--- config.mk ---
export PLATFORM = sky130hd
export DESIGN_NAME = mexp_mulmod
export DESIGN_NICKNAME = d
export VERILOG_FILES = /design/src/sv/mexp_pkg.sv /design/src/sv/mexp_mulmod.sv
export SDC_FILE = /design/constraint.sdc
export NUM_CORES = 1
export LEC_CHECK = 0
export BUFFER_PORTS_ARGS = -buffer_cell sky130_fd_sc_hd__buf_2
export CORE_MARGIN = 3
export CORE_UTILIZATION = 25
export DETAILED_ROUTE_END_ITERATION = 10
export GPL_ROUTABILITY_DRIVEN = 0
export PLACE_DENSITY = 0.51
export SYNTH_ARGS = -nofsm -noshare
export SYNTH_HDL_FRONTEND = slang
export SYNTH_SLANG_ARGS = --single-unit
--- constraint.sdc ---
create_clock -name clk_i -period 4.7 [get_ports clk_i]
set_input_delay 0.47 -clock clk_i [delete_from_list [all_inputs] [get_ports clk_i]]
set_output_delay 0.47 -clock clk_i [all_outputs]
set_load 0.01 [all_outputs]
--- src/sv/mexp_pkg.sv ---
// Shared constants and payload types for the modular exponentiation core.
// No dependencies; the multiplier, the core and the checker import this package.
`default_nettype none

package mexp_pkg;

  // Fixed field widths of the channels and the configuration port
  localparam int DATA_W    = 16;
  localparam int CFG_W     = 16;
  localparam int IDX_W     = 2;
  localparam int WIDTH_DEF = 16;

  // Register indexes
  localparam logic [IDX_W-1:0] REG_MODULUS = 2'd0;
  localparam logic [IDX_W-1:0] REG_PUB_EXP = 2'd1;
  localparam logic [IDX_W-1:0] REG_PRV_EXP = 2'd2;

  // Register reset values
  localparam logic [CFG_W-1:0] MODULUS_RST = 16'd221;
  localparam logic [CFG_W-1:0] PUB_EXP_RST = 16'd5;
  localparam logic [CFG_W-1:0] PRV_EXP_RST = 16'd77;

  // Mode codes
  localparam logic MODE_ENCRYPT = 1'b0;
  localparam logic MODE_DECRYPT = 1'b1;

  // Input beat
  typedef struct packed {
    logic              mode;
    logic [DATA_W-1:0] value;
  } mexp_in_t;

  // Output beat
  typedef struct packed {
    logic [DATA_W-1:0] result;
  } mexp_out_t;

  // Status of the modular multiplier
  typedef struct packed {
    logic busy;
    logic done;
  } mexp_mul_stat_t;

endpackage

`default_nettype wire

--- src/sv/mexp_mulmod.sv ---
// Bit-serial modular multiplier: (a * b) mod m, one bit of b per cycle.
// Depends on mexp_pkg for the status struct.
`default_nettype none

module mexp_mulmod
  import mexp_pkg::*;
#(
  parameter int WIDTH = WIDTH_DEF
) (
  input  wire logic                 clk_i,
  input  wire logic                 rst_ni,
  input  wire logic                 start_i,
  input  wire logic [WIDTH-1:0]     a_i,
  input  wire logic [WIDTH-1:0]     b_i,
  input  wire logic [WIDTH-1:0]     m_i,
  output      mexp_mul_stat_t       stat_o,
  output      logic [WIDTH-1:0]     prod_o
);

  localparam int CNT_W = $clog2(WIDTH);
  localparam int SUM_W = WIDTH + 2;

  logic [WIDTH-1:0] acc_q, acc_d;
  logic [WIDTH-1:0] b_q;
  logic [CNT_W-1:0] cnt_q;
  logic             busy_q, done_q;

  logic [SUM_W-1:0] sum, m1, m2, sub1, sub2;

  // Double the accumulator, add a when the current bit of b is set, then
  // fold the sum (below 3m) back under m with one of two parallel subtractions
  always_comb begin
    sum  = {1'b0, acc_q, 1'b0} + {2'b00, (a_i & {WIDTH{b_q[WIDTH-1]}})};
    m1   = {2'b00, m_i};
    m2   = {1'b0, m_i, 1'b0};
    sub1 = sum - m1;
    sub2 = sum - m2;
    if (sum >= m2) begin
      acc_d = sub2[WIDTH-1:0];
    end else if (sum >= m1) begin
      acc_d = sub1[WIDTH-1:0];
    end else begin
      acc_d = sum[WIDTH-1:0];
    end
  end

  // Control: load on start, step until the last bit, pulse done
  always_ff @(posedge clk_i or negedge rst_ni) begin
    if (!rst_ni) begin
      busy_q <= 1'b0;
      done_q <= 1'b0;
      cnt_q  <= '0;
    end else begin
      done_q <= 1'b0;
      if (start_i) begin
        busy_q <= 1'b1;
        cnt_q  <= CNT_W'(WIDTH - 1);
      end else if (busy_q) begin
        cnt_q <= cnt_q - 1'b1;
        if (cnt_q == '0) begin
          busy_q <= 1'b0;
          done_q <= 1'b1;
        end
      end
    end
  end

  // Datapath: accumulator and multiplier shift register
  always_ff @(posedge clk_i) begin
    if (start_i) begin
      acc_q <= '0;
      b_q   <= b_i;
    end else if (busy_q) begin
      acc_q <= acc_d;
      b_q   <= {b_q[WIDTH-2:0], 1'b0};
    end
  end

  assign stat_o.busy = busy_q;
  assign stat_o.done = done_q;
  assign prod_o      = acc_q;

endmodule

`default_nettype wire

==> impl_metrics.toml, run 1 <==
[timing]
maxSlewViolCount = 0
finalHoldViolations = 0
period_share_pct = 94.7
finalSetupViolCount = 0
fmax_mhz = 225
worst_pin_slew_ps = 919
tns_ps = 0
relSlewSlack_pct = 38.5
rsz0062_at_grt = "false"
period_needed_ps = 4450
fin_ws_ps = 248
clock_skew_ps = 6.00

[cells_and_area]
fillers = 1707
drive_gt1_share_pct = 22.6
final_cell_area_um2 = 4870
final_util_pct = 30.5
synthToLayoutAreaGrowth_pct = 19.2
diodes = 0
final_net_count = 642

[floorplanning]
die_h_um = 134
die_w_um = 134
design.core.area_um2 = 15900
ios = 69
die_area_um2 = 17900
num_rows = 46
initial_core_util_pct = 25.6

[logic_synthesis]
synthTopCellsByArea = "ha_1 15%, edfxtp_1 12%, dfxtp_1 7.8%"
synth_top_cell_area_share_pct = 14.7
synth.distinct_cells = 61
yosysMostFrequentCell = "ha_1"
ys_ff_latch = 38
synth_edf_count = 16
synth_area_per_cell_um2 = 8.74
syn_inst = 467
synth_common_cells = "48 x ha_1, 38 x a21oi_1, 34 x nand2_1"
ys_seq_area_share_pct = 23.3
yosys_warnings = 0
synthesis.nets = 569
ys_async_sr_fraction_pct = 15.8
post-synth-top-area-cell = "ha_1"
syn-cell-area_um2 = 4080
synth-main-ff-cell = "edfxtp_1"

[power]
ir_drop_v = 0.000162
p_leak_nw = 2.22
powerDensity_nw_per_um2 = 631

[detailed_routing]
wl_um = 11300
ant_nets = 0
vias = 3613
via_per_inst = 4.77
drc = 0
dr.pass1.iters = 4
drtIter0Drc = 166
wl_per_cell_um = 14.9

[place]
place_area_um2 = 4680
port_buffers = 68
place_ws_ps = 71.1
hpwlAfterDp_um = 9330

[cts]
cts_tree = "built"
clkTransAtPathRegs_ps = 60
cts_made_buffers = 5
clockBufferDepth = 2
clock_sinks = 38
htreeDepth = 2
clk_latency_ps = 280
cts_root_buffer = "clkbuf_16"
hold_buffers = 0

[setup_path]
end_kind = "register"
r2r-start = "b_q[15]"
startpoint_type = "register"
path_max_fanout = 8
reg2regPathDepth = 19
cp-startpoint = "b_q[15]"
cp-endpoint = "prod_o[9]"
crit_type = "reg -> reg"
timing.rr.end = "prod_o[9]"
worst_ep_arrival_time_ps = 4610
required_ps = 4860
reg2reg_setup_slack_ps = 250

[global_route]
grt_pass1_vias = 3611
grt_max_degree = 29
grt_usage_pct = 12.1
overflow = 0
grt_antenna_before_repair = 0
grt_pass1_wl_um = 17700

[worst_hold_path]
hp-class = "in -> async"

[flow_run]
drv_cap = 0

[status]
status = "complete, no violations"
-- layout by cell type, fill, tap and decap left out, drive strengths merged, types with 2 or more instances in the layout --
cell type / instances
edfxtp: 16
nand2b: 9
nand3: 15
a32oi: 3
buf: 81
o31ai: 2
a21oi: 40
o21bai: 8
a31oi: 5
or3: 2
o21a: 5
a211oi: 4
o22ai: 4
xnor2: 27
nand4: 6
dfxtp: 16
o211ai: 9
xor2: 13
and2: 15
clkinv: 2
mux2i: 16
clkbuf: 6
and3: 3
a2111oi: 2
o21ai: 23
nand2: 34
o31a: 2
o221ai: 4
nor3: 11
nor2b: 7
ha: 48
inv: 30
mux2: 16
dfrtp: 6
fa: 3
a21o: 15
nor2: 23
-- routing by layer --
layer / global-route usage [%] / share of wire [%] / up-vias
met5: 0 / 0 / -
met4: 3.54 / 1.8 / 0
met3: 1.54 / 3.6 / 12
met2: 20.3 / 46 / 75
met1: 16.2 / 49 / 1674
li1: - / - / 1852
-- power breakdown --
part	leakage [nW]	total, mW	switching (mW)	internal (mW)
registers	0.366	0.476	0.0570	0.419
logic	1.79	2.28	1.27	1.01
clock network	0.0683	0.317	0.123	0.194
-- sequential cells by signal, indices dropped and copies added, names as in the netlist --
name    flops
cnt_q       4
prod_o     16
busy_q      1
done_q      1
b_q        16
-- worst min-delay path by stage --
stage                     cells after the start       end  slack [ps]   start
after floorplan                               0    busy_q         170  rst_ni
after global placement                        1    done_q         300  rst_ni
after detailed placement                      1  cnt_q[1]         310  rst_ni
after CTS                                     1  cnt_q[1]          10  rst_ni
after global routing                          1    done_q          10  rst_ni
final                                         1  cnt_q[1]           7  rst_ni
-- cell type report --
cell class	count	area [um^2]	share of cell area (%)
clock buffer	6	129	2.65
timing repair buffer	81	438	9.00
inverter	30	113	2.31
multi-input combinational	384	2960	60.8
clock inverter	2	8.76	0.180
sequential	38	951	19.5
tap	216	270	5.55
-- logic make-up after synthesis --
| family | count (synthesis) | synth area share [%] |
|---|---|---|
| adders and majority gates | 51 | 16.2 |
| xor gates and xnor gates | 40 | 8.58 |
| muxes | 32 | 8.43 |
| DFF | 38 | 23.3 |
| buffers and inverters | 46 | 5.00 |
| and+or+nand+nor | 129 | 16.1 |
| AOI/OAI and AO/OA | 131 | 22.4 |
-- timing repair --
action	in CTS	in global routing
resized for setup	0	6
endpoints found under the setup margin	0	15
hold endpoints to repair	0	0
setup buffers	0	2
-- critical path: stages (launching register included) --
cell      delay (ps)
edfxtp_1         440
and2_1           160
ha_1             190
inv_1             60
fa_1             390
nand2b_1         190
a21oi_2          220
nor4_4            80
o31ai_4          340
xor2_2           290
ha_1             340
a21o_1           200
a21o_1           180
a21oi_1          190
o21ai_0          120
a21oi_2          220
and3_4           320
buf_4            140
mux2i_1          170
o21ai_1           80
-- per-stage QoR --
step / total power, mW / hold WS (ps) / cells
floorplan: 2.18 / 174 / 467
global placement: 2.64 / 303 / 746
detailed placement: 2.68 / 307 / 746
CTS: 3.01 / 9.52 / 754
global route: 3.32 / 10.4 / 757
finish: 3.07 / 6.64 / 757
(Power assumes the default switching activity.)
==> inputs of run 2 (changes only) <==
Settings changed: HOLD_SLACK_MARGIN set to 0.05.
==> impl_metrics.toml, run 2 (synthesis gave the netlist of run 1 again) <==
[timing]
finalHoldViolations = 0
fin_ws_ps = 248
worst_pin_slew_ps = 919
relSlewSlack_pct = 38.5
rsz0062_at_grt = "false"
finalSetupViolCount = 0
period_share_pct = 94.7
tns_ps = 0
clock_skew_ps = 6.00
maxSlewViolCount = 0
hold-worst-slack_ps = 478
fmax_mhz = 225
period_needed_ps = 4450

[cts]
cts_made_buffers = 5
clockBufferDepth = 2
htreeDepth = 2
clkTransAtPathRegs_ps = 60
cts_root_buffer = "clkbuf_16"
cts_tree = "built"
clk_latency_ps = 280
clock_sinks = 38

[floorplanning]
design.core.area_um2 = 15900
ios = 69
die_w_um = 134
num_rows = 46
die_h_um = 134
initial_core_util_pct = 25.6
die_area_um2 = 17900

[power]
finalPower_mw = 3.07
p_switching_mw = 1.45
p_int_mw = 1.63
combPwrFrac_pct = 74.2
p_leak_nw = 2.22
powerDensity_nw_per_um2 = 630
ir_drop_v = 0.000162
clock_power_share_pct = 10.3
p_seq_share_pct = 15.5
swShare_pct = 47.1

[global_route]
grt_usage_pct = 12.1
overflow = 0
grt_antenna_before_repair = 0
grt_max_degree = 29
grt_pass1_wl_um = 17700
grt_pass1_vias = 3611

[place]
place_ws_ps = 71.1
dp_cells = 746
hpwlAfterDp_um = 9330
port_buffers = 68
place_area_um2 = 4680

[worst_hold_path]
hp-start = "b_i[0]"
hp-class = "in -> reg"

[cells_and_area]
final_cell_area_um2 = 4880
diodes = 0
synthToLayoutAreaGrowth_pct = 19.5
final_common_cell = "buf_2"
final_util_pct = 30.6
final_cells = 758
final_net_count = 643
drive_gt1_share_pct = 22.5
layout_common_cells = "68 x buf_2, 48 x ha_1, 37 x a21oi_1, 33 x nand2_1, 30 x inv_1"

[setup_path]
worst_ep_arrival_time_ps = 4610
slowest_stage = "edfxtp_1"
end_kind = "register"
path_cells = "and2_1, ha_1, inv_1, fa_1, nand2b_1, a21oi_2, nor4_4, o31ai_4, xor2_2, ha_1, a21o_1, a21o_1, a21oi_1, o21ai_0, a21oi_2, and3_4, buf_4, mux2i_1, o21ai_1"
path_max_fanout = 8
r2r-start = "b_q[15]"
cp-startpoint = "b_q[15]"
cpPeakStageDelay_ps = 440
crit_type = "reg -> reg"
required_ps = 4860
startpoint_type = "register"

[detailed_routing]
drc = 0
wl_per_cell_um = 14.9
ant_nets = 0
wl_um = 11300
drtIter0Drc = 160
dr.pass1.iters = 4
vias = 3618
via_per_inst = 4.77

[status]
status = "complete, no violations"

[flow_run]
drv_cap = 0
run 2: power by group through the flow:
| stage | sequential (mW) | clock (mW) | combinational, mW |
|---|---|---|---|
| after detailed placement | 0.485 | 0 | 2.19 |
| final | 0.476 | 0.317 | 2.28 |
| after global routing | 0.485 | 0.338 | 2.50 |
| after global placement | 0.483 | 0 | 2.16 |
| after CTS | 0.479 | 0.325 | 2.20 |
| after floorplan | 0.487 | 0 | 1.70 |
run 2: repair_timing:
| item | in CTS | in global routing |
|---|---|---|
| resized for setup | 0 | 6 |
| hold endpoints to repair | 6 | 0 |
| hold buffers | 1 | 0 |
| buffers inserted | 0 | 2 |
| setup endpoints to repair | 0 | 15 |
run 2: routing by layer:
metal | up-vias | routed length (um) | global-route usage, %
met5 | - | 0 | 0
met4 | 0 | 206 | 3.54
met3 | 12 | 402 | 1.50
met2 | 75 | 5200 | 20.3
met1 | 1677 | 5510 | 16.3
li1 | 1854 | - | -
run 2: worst paths after layout:
path	end	slack (ps)	depth (start not counted)
min reg2reg	prod_o[6]	520	2
max	prod_o[9]	250	19
max in group asynchronous	cnt_q[0]	4000	2
max reg2reg	prod_o[9]	250	19
min in group asynchronous	cnt_q[1]	550	2
min	b_q[0]	480	2
run 2: cell type report:
type	count	area, um^2
sequential	38	951
tap	216	270
multi-input combinational	384	2960
clock buffer	6	129
clock inverter	2	8.76
fill	1708	11100
inverter	30	113
timing repair buffer	82	448
run 2: worst max-delay path: cells and delay by family (launching register included):
kind                     cells  cell delay, ps
AO/OA/AOI/OAI                8            1550
adder cells (fa/ha/maj)      3             920
AND/OR/NAND/NOR              4             750
flip-flops                   1             440
XOR/XNOR                     1             290
buffers and inverters        2             200
multiplexers                 1             170
